## config.mk

```make
export PLATFORM = sky130hd
export DESIGN_NAME = rgb_to_hsv_pixel_converter_top
export DESIGN_NICKNAME = d
export VERILOG_FILES = /design/src/hw/rtl/rgbhsv_pkg.sv /design/src/hw/rtl/rgbhsv_div.sv /design/src/hw/rtl/rgb_to_hsv_pixel_converter_top.sv
export SDC_FILE = /design/constraint.sdc
export NUM_CORES = 1
export LEC_CHECK = 0
export BUFFER_PORTS_ARGS = -buffer_cell sky130_fd_sc_hd__buf_2
export CAP_MARGIN = 20
export CORE_ASPECT_RATIO = 1.75
export CORE_MARGIN = 4
export CORE_UTILIZATION = 58
export DETAILED_ROUTE_END_ITERATION = 12
export PLACE_DENSITY = 0.89
export SETUP_SLACK_MARGIN = 0.05
export SYNTH_ARGS = -nofsm -noshare
export SYNTH_HDL_FRONTEND = slang
export SYNTH_SLANG_ARGS = --single-unit
```

## constraint.sdc

```tcl
create_clock -name clk -period 6.2 [get_ports clk]
set_clock_uncertainty 0.05 [all_clocks]
set_input_delay 0.31 -clock clk [delete_from_list [all_inputs] [get_ports clk]]
set_output_delay 0.31 -clock clk [all_outputs]
set_load 0.02 [all_outputs]
```

## src/hw/rtl/rgbhsv_pkg.sv

```systemverilog
// Shared widths, types and the divider word layout for the RGB to HSV converter.
package rgbhsv_pkg;

	localparam int CHAN_W          = 8;
	localparam int HUE_W           = 16;
	localparam int SAT_W           = 16;
	localparam int QUO_W           = 16;
	// Widest divisor is six times the largest chroma, 6 * 255 = 1530.
	localparam int DVS_W           = 11;
	localparam int REM_SH_W        = DVS_W + 1;
	localparam int STEPS_PER_STAGE = 2;
	localparam int DIV_STAGES      = QUO_W / STEPS_PER_STAGE;

	typedef enum logic [1:0] {
		SECT_RED,
		SECT_GREEN,
		SECT_BLUE
	} sector_t;

	// One restoring-division lane: partial remainder, divisor, numerator bits
	// still to be shifted in, and the quotient built so far.
	typedef struct packed {
		logic [DVS_W-1:0] rem;
		logic [DVS_W-1:0] dvs;
		logic [QUO_W-1:0] num_lo;
		logic [QUO_W-1:0] quo;
	} div_lane_t;

	typedef struct packed {
		logic [CHAN_W-1:0] brightness;
		logic              hue_zero;
		logic              sat_zero;
	} side_t;

	typedef struct packed {
		div_lane_t hue;
		div_lane_t sat;
		side_t     side;
	} div_word_t;

endpackage

```

## src/hw/rtl/rgbhsv_div.sv

```systemverilog
// Pipelined two-lane restoring divider that retires two quotient bits per stage.
module rgbhsv_div
	import rgbhsv_pkg::*;
(
	input  logic      clk,
	input  logic      arst_n,
	input  logic      in_valid,
	output logic      in_ready,
	input  div_word_t in_word,
	output logic      out_valid,
	input  logic      out_ready,
	output div_word_t out_word
);

	function automatic div_lane_t div_step(input div_lane_t l);
		div_lane_t           o;
		logic [REM_SH_W-1:0] rem_sh;
		logic [REM_SH_W:0]   diff;
		o      = l;
		rem_sh = {l.rem, l.num_lo[QUO_W-1]};
		diff   = {1'b0, rem_sh} - {2'b00, l.dvs};
		o.num_lo = {l.num_lo[QUO_W-2:0], 1'b0};
		if (!diff[REM_SH_W]) begin
			o.rem = diff[DVS_W-1:0];
			o.quo = {l.quo[QUO_W-2:0], 1'b1};
		end else begin
			o.rem = rem_sh[DVS_W-1:0];
			o.quo = {l.quo[QUO_W-2:0], 1'b0};
		end
		return o;
	endfunction

	function automatic div_word_t word_step(input div_word_t w);
		div_word_t o;
		o = w;
		for (int i = 0; i < STEPS_PER_STAGE; i++) begin
			o.hue = div_step(o.hue);
			o.sat = div_step(o.sat);
		end
		return o;
	endfunction

	div_word_t             word_s [DIV_STAGES];
	logic [DIV_STAGES-1:0] vld_s;
	div_word_t             word_in [DIV_STAGES];
	logic [DIV_STAGES-1:0] vld_in;
	logic [DIV_STAGES:0]   rdy;

	// A stage may load when it is empty or its contents move on this cycle.
	always_comb begin
		rdy[DIV_STAGES] = out_ready;
		for (int k = DIV_STAGES - 1; k >= 0; k--) begin
			rdy[k] = !vld_s[k] || rdy[k+1];
		end
	end

	always_comb begin
		vld_in[0]  = in_valid;
		word_in[0] = in_word;
		for (int k = 1; k < DIV_STAGES; k++) begin
			vld_in[k]  = vld_s[k-1];
			word_in[k] = word_s[k-1];
		end
	end

	always_ff @(posedge clk or negedge arst_n) begin
		if (!arst_n) begin
			vld_s <= '0;
		end else begin
			for (int k = 0; k < DIV_STAGES; k++) begin
				if (rdy[k]) begin
					vld_s[k] <= vld_in[k];
				end
			end
		end
	end

	always_ff @(posedge clk) begin
		for (int k = 0; k < DIV_STAGES; k++) begin
			if (rdy[k] && vld_in[k]) begin
				word_s[k] <= word_step(word_in[k]);
			end
		end
	end

	assign in_ready  = rdy[0];
	assign out_valid = vld_s[DIV_STAGES-1];
	assign out_word  = word_s[DIV_STAGES-1];

endmodule

```

## src/hw/rtl/rgb_to_hsv_pixel_converter_top.sv

```systemverilog
// Top level of the RGB to HSV pixel converter pipeline.
//
// The converter takes one 8-bit RGB word per clock and returns hue (a 16-bit
// fraction of a full turn), saturation (chroma over value scaled by 65535,
// truncated) and brightness (the largest channel). It sustains one word per
// cycle while the output is not stalled. Each word passes eleven register
// stages: one stage finds the maximum, minimum and hue sector, one stage
// forms the hue and saturation numerators and divisors, eight stages of a
// pipelined restoring divider each retire two quotient bits for both
// quotients, and a final output register clears hue for gray pixels and
// saturation for black ones. Every stage has its own valid bit and loads
// whenever it is empty or its word moves on, so bubbles close up and a
// stalled output only holds the pipeline once all stages are full. No state
// is kept between words.

module rgb_to_hsv_pixel_converter_top
	import rgbhsv_pkg::*;
(
	input  logic              clk,
	input  logic              arst_n,
	input  logic              pixel_valid,
	output logic              pixel_ready,
	input  logic [CHAN_W-1:0] red,
	input  logic [CHAN_W-1:0] green,
	input  logic [CHAN_W-1:0] blue,
	output logic              hsv_valid,
	input  logic              hsv_ready,
	output logic [HUE_W-1:0]  hue,
	output logic [SAT_W-1:0]  saturation,
	output logic [CHAN_W-1:0] brightness
);

	// Stage 1: maximum, minimum, sector and the signed channel difference.
	// On a tied maximum red wins over green, and green wins over blue.
	sector_t                  sect_c;
	logic [CHAN_W-1:0]        val_c;
	logic [CHAN_W-1:0]        min_c;
	logic signed [CHAN_W:0]   diff_c;

	always_comb begin
		if (red >= green && red >= blue) begin
			sect_c = SECT_RED;
			val_c  = red;
			diff_c = $signed({1'b0, green}) - $signed({1'b0, blue});
		end else if (green >= blue) begin
			sect_c = SECT_GREEN;
			val_c  = green;
			diff_c = $signed({1'b0, blue}) - $signed({1'b0, red});
		end else begin
			sect_c = SECT_BLUE;
			val_c  = blue;
			diff_c = $signed({1'b0, red}) - $signed({1'b0, green});
		end
		if (red <= green && red <= blue) begin
			min_c = red;
		end else if (green <= blue) begin
			min_c = green;
		end else begin
			min_c = blue;
		end
	end

	logic                   vld_s1;
	sector_t                sect_s1;
	logic [CHAN_W-1:0]      val_s1;
	logic [CHAN_W-1:0]      chroma_s1;
	logic signed [CHAN_W:0] diff_s1;
	logic                   rdy_s1;
	logic                   rdy_s2;
	logic                   vld_s2;
	div_word_t              word_s2;
	logic                   div_in_ready;
	logic                   div_out_valid;
	div_word_t              div_out_word;
	logic                   out_rdy;

	// Backpressure travels stage by stage, so an empty stage always loads.
	assign out_rdy     = !hsv_valid || hsv_ready;
	assign rdy_s2      = !vld_s2 || div_in_ready;
	assign rdy_s1      = !vld_s1 || rdy_s2;
	assign pixel_ready = rdy_s1;

	always_ff @(posedge clk or negedge arst_n) begin
		if (!arst_n) begin
			vld_s1 <= 1'b0;
		end else if (rdy_s1) begin
			vld_s1 <= pixel_valid;
		end
	end

	always_ff @(posedge clk) begin
		if (rdy_s1 && pixel_valid) begin
			sect_s1   <= sect_c;
			val_s1    <= val_c;
			chroma_s1 <= val_c - min_c;
			diff_s1   <= diff_c;
		end
	end

	// Stage 2: hue numerator n = offset*C + d, wrapped by 6*C when negative,
	// over the divisor 6*C; saturation numerator C*65535 over the value.
	logic [DVS_W-1:0]        six_c;
	logic [DVS_W-1:0]        offset_c;
	logic signed [DVS_W:0]   n_raw;
	logic signed [DVS_W:0]   n_wrap;
	logic [CHAN_W+QUO_W-1:0] sat_num;
	div_word_t               word_c;

	always_comb begin
		six_c = {{(DVS_W-CHAN_W-2){1'b0}}, chroma_s1, 2'b00}
			+ {{(DVS_W-CHAN_W-1){1'b0}}, chroma_s1, 1'b0};
		case (sect_s1)
			SECT_RED:   offset_c = '0;
			SECT_GREEN: offset_c = {{(DVS_W-CHAN_W-1){1'b0}}, chroma_s1, 1'b0};
			SECT_BLUE:  offset_c = {{(DVS_W-CHAN_W-2){1'b0}}, chroma_s1, 2'b00};
			default:    offset_c = '0;
		endcase
		n_raw = $signed({1'b0, offset_c})
			+ {{(DVS_W-CHAN_W){diff_s1[CHAN_W]}}, diff_s1};
		if (n_raw < 0) begin
			n_wrap = n_raw + $signed({1'b0, six_c});
		end else begin
			n_wrap = n_raw;
		end
		sat_num = {chroma_s1, {QUO_W{1'b0}}} - {{QUO_W{1'b0}}, chroma_s1};

		word_c.hue.rem     = n_wrap[DVS_W-1:0];
		word_c.hue.dvs     = six_c;
		word_c.hue.num_lo  = '0;
		word_c.hue.quo     = '0;
		word_c.sat.rem     = {{(DVS_W-CHAN_W){1'b0}}, sat_num[CHAN_W+QUO_W-1:QUO_W]};
		word_c.sat.dvs     = {{(DVS_W-CHAN_W){1'b0}}, val_s1};
		word_c.sat.num_lo  = sat_num[QUO_W-1:0];
		word_c.sat.quo     = '0;
		word_c.side.brightness = val_s1;
		word_c.side.hue_zero   = (chroma_s1 == '0);
		word_c.side.sat_zero   = (val_s1 == '0);
	end

	always_ff @(posedge clk or negedge arst_n) begin
		if (!arst_n) begin
			vld_s2 <= 1'b0;
		end else if (rdy_s2) begin
			vld_s2 <= vld_s1;
		end
	end

	always_ff @(posedge clk) begin
		if (rdy_s2 && vld_s1) begin
			word_s2 <= word_c;
		end
	end

	// Stages 3 to 10: both divisions advance side by side.
	rgbhsv_div u_div (
		.clk       (clk),
		.arst_n    (arst_n),
		.in_valid  (vld_s2),
		.in_ready  (div_in_ready),
		.in_word   (word_s2),
		.out_valid (div_out_valid),
		.out_ready (out_rdy),
		.out_word  (div_out_word)
	);

	// Output register: a gray pixel has hue zero and a black pixel has
	// saturation zero, whatever the divider produced for a zero divisor.
	always_ff @(posedge clk or negedge arst_n) begin
		if (!arst_n) begin
			hsv_valid <= 1'b0;
		end else if (out_rdy) begin
			hsv_valid <= div_out_valid;
		end
	end

	always_ff @(posedge clk) begin
		if (out_rdy && div_out_valid) begin
			hue        <= div_out_word.side.hue_zero ? '0 : div_out_word.hue.quo;
			saturation <= div_out_word.side.sat_zero ? '0 : div_out_word.sat.quo;
			brightness <= div_out_word.side.brightness;
		end
	end

	// A drained output means every stage is free to take a word.
	a_ready_when_drained: assert property (@(posedge clk) disable iff (!arst_n)
		!hsv_valid |-> pixel_ready)
		else $error("converter refused a word with an empty output");

	// The wrapped hue numerator must be below its divisor, or the quotient
	// would overflow sixteen bits.
	a_hue_rem_in_range: assert property (@(posedge clk) disable iff (!arst_n)
		vld_s2 && !word_s2.side.hue_zero |-> word_s2.hue.rem < word_s2.hue.dvs)
		else $error("hue numerator outside one turn");

	a_sat_rem_in_range: assert property (@(posedge clk) disable iff (!arst_n)
		vld_s2 && !word_s2.side.sat_zero |-> word_s2.sat.rem < word_s2.sat.dvs)
		else $error("saturation numerator exceeds value");

	a_black_pixel: assert property (@(posedge clk) disable iff (!arst_n)
		hsv_valid && brightness == '0 |-> hue == '0 && saturation == '0)
		else $error("black pixel with nonzero hue or saturation");

	a_zero_sat_zero_hue: assert property (@(posedge clk) disable iff (!arst_n)
		hsv_valid && saturation == '0 |-> hue == '0)
		else $error("gray pixel with nonzero hue");

endmodule
```

## Word level (Yosys, flattened, before mapping)

Memories as Yosys holds them, arrays and structs flattened.
Index checks and enable logic that the tools add are counted.

- Register bits after elaboration: 134
- Memory bits (writable): 912
- Input bits: 28
- Logic and storage cells: 249
- Memories kept: 1

- $add $sub $neg: 40
- Order comparisons: 7
- Equal/unequal tests: 2
- Multiplexer cells: 137
- Reduce and logical (&&, ||, !) cells: 37

Memory list:

| name | depth | bits a word | read ports | clocked after Yosys merged registers in | wr ports | RTL line | RTL |
|---|---|---|---|---|---|---|---|
| u_div.word_s | 8 | 114 | 8 | 0 | 8 | rgbhsv_div.sv:43 | `div_word_t word_s [DIV_STAGES];` |

Operators by type and width:

| operator | number |
|---|---|
| 11-bit 2-to-1 mux | 65 |
| 12-bit by 11-bit subtractor with 13-bit output | 30 |
| 16-bit 2-to-1 mux | 16 |
| 1-bit 2-to-1 mux | 48 |
| 8-bit 2-to-1 mux | 4 |
| 8-bit by 8-bit subtractor with 9-bit output | 3 |
| 8-bit greater-or-equal comparator | 3 |
| 8-bit less-or-equal comparator | 3 |
| 24-bit by 8-bit subtractor with 24-bit output | 1 |
| 10-bit one-hot mux with 2 select lines | 1 |
| 9-bit 2-to-1 mux | 2 |
| 8-bit zero test | 2 |
| 1-bit logical AND | 13 |
| 12-bit by 8-bit subtractor with 13-bit output | 1 |
| 10-bit by 12-bit adder with 12-bit output | 1 |
| 12-bit by 1-bit < comparator with 1-bit output, second input constant | 1 |
| 10-bit by 9-bit adder with 11-bit output | 1 |
| 11-bit adder | 1 |
| 1-bit zero test | 11 |
| 1-bit logical OR | 11 |
| 9-bit by 8-bit subtractor with 10-bit output | 1 |
| 8-bit subtractor | 1 |
| 2-bit by 1-bit equality test with 1-bit output, second input constant | 1 |
| 2-bit equality test, second input constant | 1 |
| 2-bit 2-to-1 mux | 1 |

## Logic depth before layout (Yosys ltp)

Gate-level depths: netlist (run 1).

- Depth in word-level cells: 15
- Gate-level depth with buffers: 22

## Hierarchy

Synthesis (run 1) repeated with hierarchy kept, for this count alone.

- Cells, all modules: 3993
- Area total of the unflattened synthesis: 47835.9 sq um

Modules (own cells, without submodules):

| module | times used | cells an instance | area an instance (sq um) | sequential area each (sq um) |
|---|---|---|---|---|
| rgbhsv_div | 1 | 3311 | 40281.1 | 20860.0 |
| rgb_to_hsv_pixel_converter_top | 1 | 682 | 7554.7 | 3648.5 |

## Worst setup path before layout (run 1)

No wires, ideal clock.

- Path kind: reg-to-reg
- Start point: register hsv_valid
- End point: memory u_div.word_s[0][228] (netlist bit), enable pin
- Library setup time: 0.573 ns
- Arrival time: 5.438 ns
- Path slack: 0.138 ns
- Cell stages (with the launch flop): 6
- Buffers on the path: 0
- Clock period less this slack: 6.062 ns
- Cells stage by stage: dfrtp_1 > nor2b_1 > nand3_1 > nor2_1 > and2_1 > a21boi_0

RTL lines:

| element | RTL line | RTL |
|---|---|---|
| start, declared | rgb_to_hsv_pixel_converter_top.sv:26 | `output logic hsv_valid,` |
| start signal, assigned | rgb_to_hsv_pixel_converter_top.sv:172 | `hsv_valid <= div_out_valid;` |
| end, declared | rgbhsv_div.sv:43 |  |

==> metrics, run 1 <==
status finished, final reports clean; top post-synthesis cells by area edfxtp_1, ha_1, mux2_2, xnor2_1, inv_1; Worst setup SP type flip-flop; worst reg2reg path endpoint u_div.word_s[1][56]$_DFFE_PP_; reg-to-reg setup timing slack roughly 420 ps; clock slew at reported path FFs approximately 70 ps; GRT Total Usage 0.215; # DRC 0; H-Tree Depth 2; first-pass GRT wire length about 120000 microns; CORE AREA just over 60000 sq um; via count between 20000 and 25000; vias in the first global route approximately 26000; largest net degree at the start of global routing 70; slowest CP cell fa_1; Hold Path Class in -> reg; Crit path max-delay family compound AO/OA/AOI/OAI gates; Largest stage delay, worst path roughly 500 ps; gr ovfl total 0; placed wire-length estimate 54200 microns; initial antenna violation count 1; Fin Setup TNS 0 ps; Worst path most repeated cell a21oi_1; Final nets about 3600; io pins 70; Yosys reg bits 612; initial DRC count between 1000 and 1500; Fmax achieved ~170 MHz; row count 121; Clock Sinks 612; CP Cell Sequence inv_1 -> ha_1 -> inv_1 -> fa_1 -> a21o_1 -> a21oi_1 -> o21bai_1 -> a21o_1 -> nor2_1 -> a21oi_1 -> fa_1 -> a21o_1 -> a21oi_1 -> o21bai_1 -> a21oi_1 -> nor2_1 -> a211oi_1 -> and4_1 -> and2_1 -> mux2_1; RR Startpoint u_div.word_s[0][381]$_DFFE_PP_; CTS buffer count 52; Die Wd 198 microns; max-slew violation count 0; syn_nets about 3500; CP Max Fanout 15; CP endpoint kind flip-flop; actual transition at the worst max-transition pin 967 ps; Synth cell types approximately 80; RSZ-0062 raised after global routing no; die height 340 microns; WL final 73900 microns; WP data required around 6500 ps; ys async rst share 0.0180; Worst Hold End val_s1[0]$_DFFE_PP_; DIE AREA 67400 sq um; Pre-antenna DRT Iters 5; dpl cell area between 30000 and 40000 sq um; share of the synthesized area in the top cell type 0.493; Avg Cell Area, Syn about 12 sq um; CTS tree yes; vias per inst 5.90; Seq/Total Area, Yosys 0.500; min Tclk post-route around 5800 ps; share of cells above drive strength 1 0.122; WP data arrival between 6000 and 7000 ps; Area Growth Syn to Fin 8.83%; most common cell after layout, fill and taps aside edfxtp_1; synthesized netlist cell count 3118; Root Buffer Master clkbuf_16; Worst Path Buf+Inv 2; final setup fails 0; Max Cap Violations 0; Synth Cell Area between 30000 and 40000 sq um; Crit Path Category reg -> reg; Fin Hold WS between 70 and 80 ps; final instance area 39900 sq um; clock tree buffer depth 3; number of buffers added on ports 69; RePlAce Congestion a little over 0.9; largest area contributor in the netlist edfxtp_1; Initial Util 0.587; Post-synth EDFFs 601; relative slew slack 0.351; drt wl/cell between 15 and 20 microns; Final Hold Violating Endpoints 0; hold path depth 2; clk_lat worst skew just under 600 ps; hold path start red[0]; DRT antenna net count 0; commonest cells after routing, fill and taps aside edfxtp_1, ha_1, inv_1; Yosys Warn Count 0; Final period util 0.932; Synth Flop Type edfxtp_1; R2R cell count 20
## layer usage
layer  track usage  wire length, microns
met1         0.191                 23700
met3        0.0246                  2540
met2         0.449                 43600
met5             0                     0
met4         0.109                  4010
## cell usage after synthesis, drive strengths merged (12+ instances only)
cell type / count
o21ai: 181
mux2: 173
a21o: 89
nand3: 18
a21oi: 201
or2: 20
and2: 33
nand2b: 53
ha: 343
nor4: 16
a21boi: 16
a31oi: 12
xnor2: 143
or3: 25
nor2b: 116
xor2: 97
edfxtp: 601
nor2: 182
nand2: 131
fa: 31
mux2i: 34
inv: 281
a211oi: 42
o21a: 39
nor3: 48
o21bai: 37
clkbuf: 27
## cells by family after synthesis
| logic type | synth area share |
|---|---|
| xor gates and xnor gates | 0.0574 |
| buffers and inverters | 0.0334 |
| adders and majority gates | 0.134 |
| DFF | 0.500 |
| and+or+nand+nor | 0.0973 |
| other | 0.000102 |
| AOI/OAI and AO/OA | 0.114 |
| muxes | 0.0636 |
## metrics by stage
| step | instances | setup WS [ps] | utilization |
|---|---|---|---|
| 2_1_floorplan | 3118 | 138 | - |
| 3_3_place_gp | 3971 | 794 | 0.610 |
| 3_5_place_dp | 3971 | 498 | 0.610 |
| 4_1_cts | 4070 | 369 | 0.638 |
| 5_1_grt | 4073 | 120 | 0.639 |
| 6_report | 4073 | 419 | 0.639 |
## cell type report
| type | count | area [sq um] |
|---|---|---|
| timing repair buffer | 96 | 578 |
| fill | 4256 | 22500 |
| inverter | 281 | 1050 |
| clock inverter | 36 | 370 |
| sequential | 612 | 18300 |
| tap | 799 | 1000 |
| multi-input combinational | 2187 | 17100 |
| clock buffer | 61 | 1400 |
| antenna | 1 | 2.50 |
## registers in the layout (all words and copies together) (netlist names), 2 cells and up
signal and cells:
u_div.word_s 482, brightness 8, diff_s1 9, u_div.vld_s 8, chroma_s1 8, val_s1 8, word_s2 52, hue 16
sect_s1 2, saturation 16
## how the worst max path moves through the flow
stage | slack [ps] | to | from | cells after the start
4_1_cts | 370 | u_div.word_s[1][224]$_DFFE_PP_ | u_div.word_s[1][94]$_DFFE_PP_ | 20
3_5_place_dp | 500 | u_div.word_s[1][224]$_DFFE_PP_ | u_div.word_s[1][94]$_DFFE_PP_ | 20
3_3_place_gp | 790 | u_div.word_s[1][219]$_DFFE_PP_ | u_div.word_s[1][94]$_DFFE_PP_ | 18
2_1_floorplan | 140 | u_div.word_s[0][228]$_DFFE_PP_ | hsv_valid$_DFFE_PN0P_ | 5
6_report | 420 | u_div.word_s[1][56]$_DFFE_PP_ | u_div.word_s[0][381]$_DFFE_PP_ | 20
5_1_grt | 120 | u_div.word_s[1][224]$_DFFE_PP_ | u_div.word_s[1][94]$_DFFE_PP_ | 20
## repair_timing
item / in CTS / in global routing
setup endpoints to repair: 0 / 8
endpoints found under the hold margin: 12 / 0
hold buffers: 2 / 0
buffers inserted: 0 / 0
resized for setup: 0 / 1
Power of run 1 is left out: the tool's default activity adds up to more than one toggle a clock period on the data nets, which glitch-free logic cannot reach.
==> inputs of run 2 (changes only) <==
--- a/config.mk
+++ b/config.mk
@@ -5,13 +5,13 @@
 export SDC_FILE = /design/constraint.sdc
 export NUM_CORES = 1
 export LEC_CHECK = 0
-export BUFFER_PORTS_ARGS = -buffer_cell sky130_fd_sc_hd__buf_2
 export CAP_MARGIN = 20
 export CORE_ASPECT_RATIO = 1.75
 export CORE_MARGIN = 4
-export CORE_UTILIZATION = 58
+export CORE_UTILIZATION = 59
 export DETAILED_ROUTE_END_ITERATION = 12
-export PLACE_DENSITY = 0.89
+export DONT_BUFFER_PORTS = 1
+export PLACE_DENSITY = 0.9
 export SETUP_SLACK_MARGIN = 0.05
 export SYNTH_ARGS = -nofsm -noshare
 export SYNTH_HDL_FRONTEND = slang
==> run 2 against run 1 <==
Compared with the run above: via count increased by 1.3%; maximum frequency decreased by 1.7%; first-iteration DRC count increased by 29%; die area decreased by 1.6%; register-to-register slack got worse by 100 ps; non-clock buffer count decreased by 69; routed wire length increased by 5.9%; cell area decreased by 0.99%; hold slack got worse by 37 ps; critical endpoint is now u_div.word_s[0][280]$_DFFE_PP_; global-route usage increased by 1.7 points; critical path depth unchanged.
==> metrics, run 2 (same netlist as run 1, synthesis figures left out) <==
postcts setup bufs 0 (unchanged); met3 Track Usage GR 0.0296 (+0.00505); CTS buffer count 52 (unchanged); Clock Sinks 612 (unchanged); GR peak layer met2; Most flops, register u_div.word_s; GR Util met2 0.486 (+0.0364); Final period util 0.949 (+0.0164); number of buffers added on ports 0 (-100%); placed wire-length estimate 55700 microns (+2.7%); clock tree buffer depth 3 (unchanged); met1 Track Usage GR 0.197 (+0.00621); DRT antenna net count 0 (unchanged); Final nets 3563 (-1.9%); CP endpoint kind flip-flop; Fin Setup TNS 0 ps (unchanged); io pins 70 (unchanged); max reg flops 482 (unchanged); Area Growth Syn to Fin 7.76%; Setup WS pre-CTS 553 ps (+54.9 ps); # DRC 0 (unchanged); status finished, final reports clean; clock slew at reported path FFs 60 ps (about the same); Hold Path Class in -> reg; drt wl/cell 19.6 microns (+7.9%); Fillers 4133 (-2.9%); antenna cells 0 (-1); WP data arrival 6170 ps (+110 ps); final setup fails 0 (unchanged); initial antenna violation count 0 (-1); largest net degree at the start of global routing 68 (-2.9%); gr ovfl total 0 (unchanged); share of cells above drive strength 1 0.101 (-0.0201); DIE AREA 66300 sq um (-1.6%); WL final 78200 microns (+5.9%); FF+latch area 18300 sq um (unchanged); Die Wd 196 microns (-0.82%); row count 120 (-0.83%); CORE AREA 61400 sq um (-1.5%); Max Cap Violations 0 (unchanged); min Tclk post-route 5880 ps (+102 ps); actual transition at the worst max-transition pin 1090 ps (+121 ps); CP Max Fanout 10 (-5); Fmax achieved 170 MHz (-1.7%); Top Registers u_div.word_s: 482 flops, word_s2: 52 flops; Crit Path Category reg -> reg; RePlAce Congestion 0.937 (+3.4%); Root Buffer Master clkbuf_16; initial DRC count 1521 (+29%); WP data required 6490 ps (about the same); Final Hold Violating Endpoints 0 (unchanged); multi-input logic area 17100 sq um (unchanged); RSZ-0062 raised after global routing no; Fin Hold WS 38.7 ps (-36.5 ps); vias per inst 6.09 (+3.2%); GRT Total Usage 0.232 (+0.0175); H-Tree Depth 2 (unchanged); via count 24400 (+1.3%); placed cell count 3894 (-1.9%); Initial Util 0.597 (+0.00924); setup ws final 317 ps (-102 ps); die height 338 microns (-0.83%); relative slew slack 0.273 (-0.0776); clk_lat worst skew 620 ps (+30 ps); Non-Filler Instances 3996 (-1.9%); CTS tree yes; most common cell after layout, fill and taps aside edfxtp_1; Worst setup SP type flip-flop; vias in the first global route 26100 (+2.1%); max-slew violation count 0 (unchanged); commonest cells after routing, fill and taps aside edfxtp_1, ha_1, inv_1; first-pass GRT wire length 126000 microns (+5.1%); Pre-antenna DRT Iters 7 (+2)
[run 2: changes by cell type in the layout (fill, tap and decap cells not counted), moves of 2 or more]
cell           delta
buf_2            -69
dlygate4sd3_1     +3
buf_4             -2
clkinv_2          +2
clkbuf_16         -2
[run 2: stage by stage]
step | utilization | area, sq um
2_1_floorplan | - | 36600
3_3_place_gp | 0.613 | 37700
3_5_place_dp | 0.613 | 37700
4_1_cts | 0.642 | 39500
5_1_grt | 0.643 | 39500
6_report | 0.643 | 39500
[run 2: path summary, 6_finish.rpt]
path,from,end,slack (ps),cells past startpoint
max in group asynchronous,arst_n,u_div.vld_s[3]$_DFFE_PN0P_,5460,1
worst min register to register,u_div.word_s[1][115]$_DFFE_PP_,u_div.word_s[1][229]$_DFFE_PP_,360,0
worst max register to register,u_div.word_s[0][153]$_DFFE_PP_,u_div.word_s[0][280]$_DFFE_PP_,320,20
worst min-delay path,blue[1],diff_s1[1]$_DFFE_PP_,40,2
worst max-delay path,u_div.word_s[0][153]$_DFFE_PP_,u_div.word_s[0][280]$_DFFE_PP_,320,20
min in group asynchronous,arst_n,hsv_valid$_DFFE_PN0P_,160,1
[run 2: cell type report]
cell class                 instances  area share
sequential                       612       0.464
multi-input combinational       2187       0.434
clock buffer                      61      0.0346
inverter                         281      0.0267
tap                              793      0.0251
clock inverter                    35     0.00935
timing repair buffer              27     0.00577
[run 2: critical path, stage by stage (launching register included)]
cell       delay [ps]
edfxtp_1          390
inv_1              90
ha_1              210
inv_1              70
fa_1              410
a21o_1            180
a21o_1            210
o21ba_2           230
a2bb2oi_2         180
nor2b_1           450
o21ai_0           360
fa_1              530
nand2_1           110
nand2_1            80
a21oi_1           360
o21bai_1          150
a21oi_1           340
o21ai_0           270
nor3_2            270
nand3_2           320
mux2_2            370
[run 2: timing repair]
action / 4_1_cts / 5_1_grt
hold buffers: 5 / 0
hold endpoints to repair: 15 / 0
setup endpoints to repair: 0 / 9
resized for setup: 0 / 1
[run 2: layer usage]
metal / vias to the layer above / share of wire
li1: 11400 / -
met1: 11700 / 0.31
met2: 870 / 0.59
met3: 367 / 0.037
met4: 0 / 0.071
met5: - / 0
Power of run 2 is left out for the same reason.
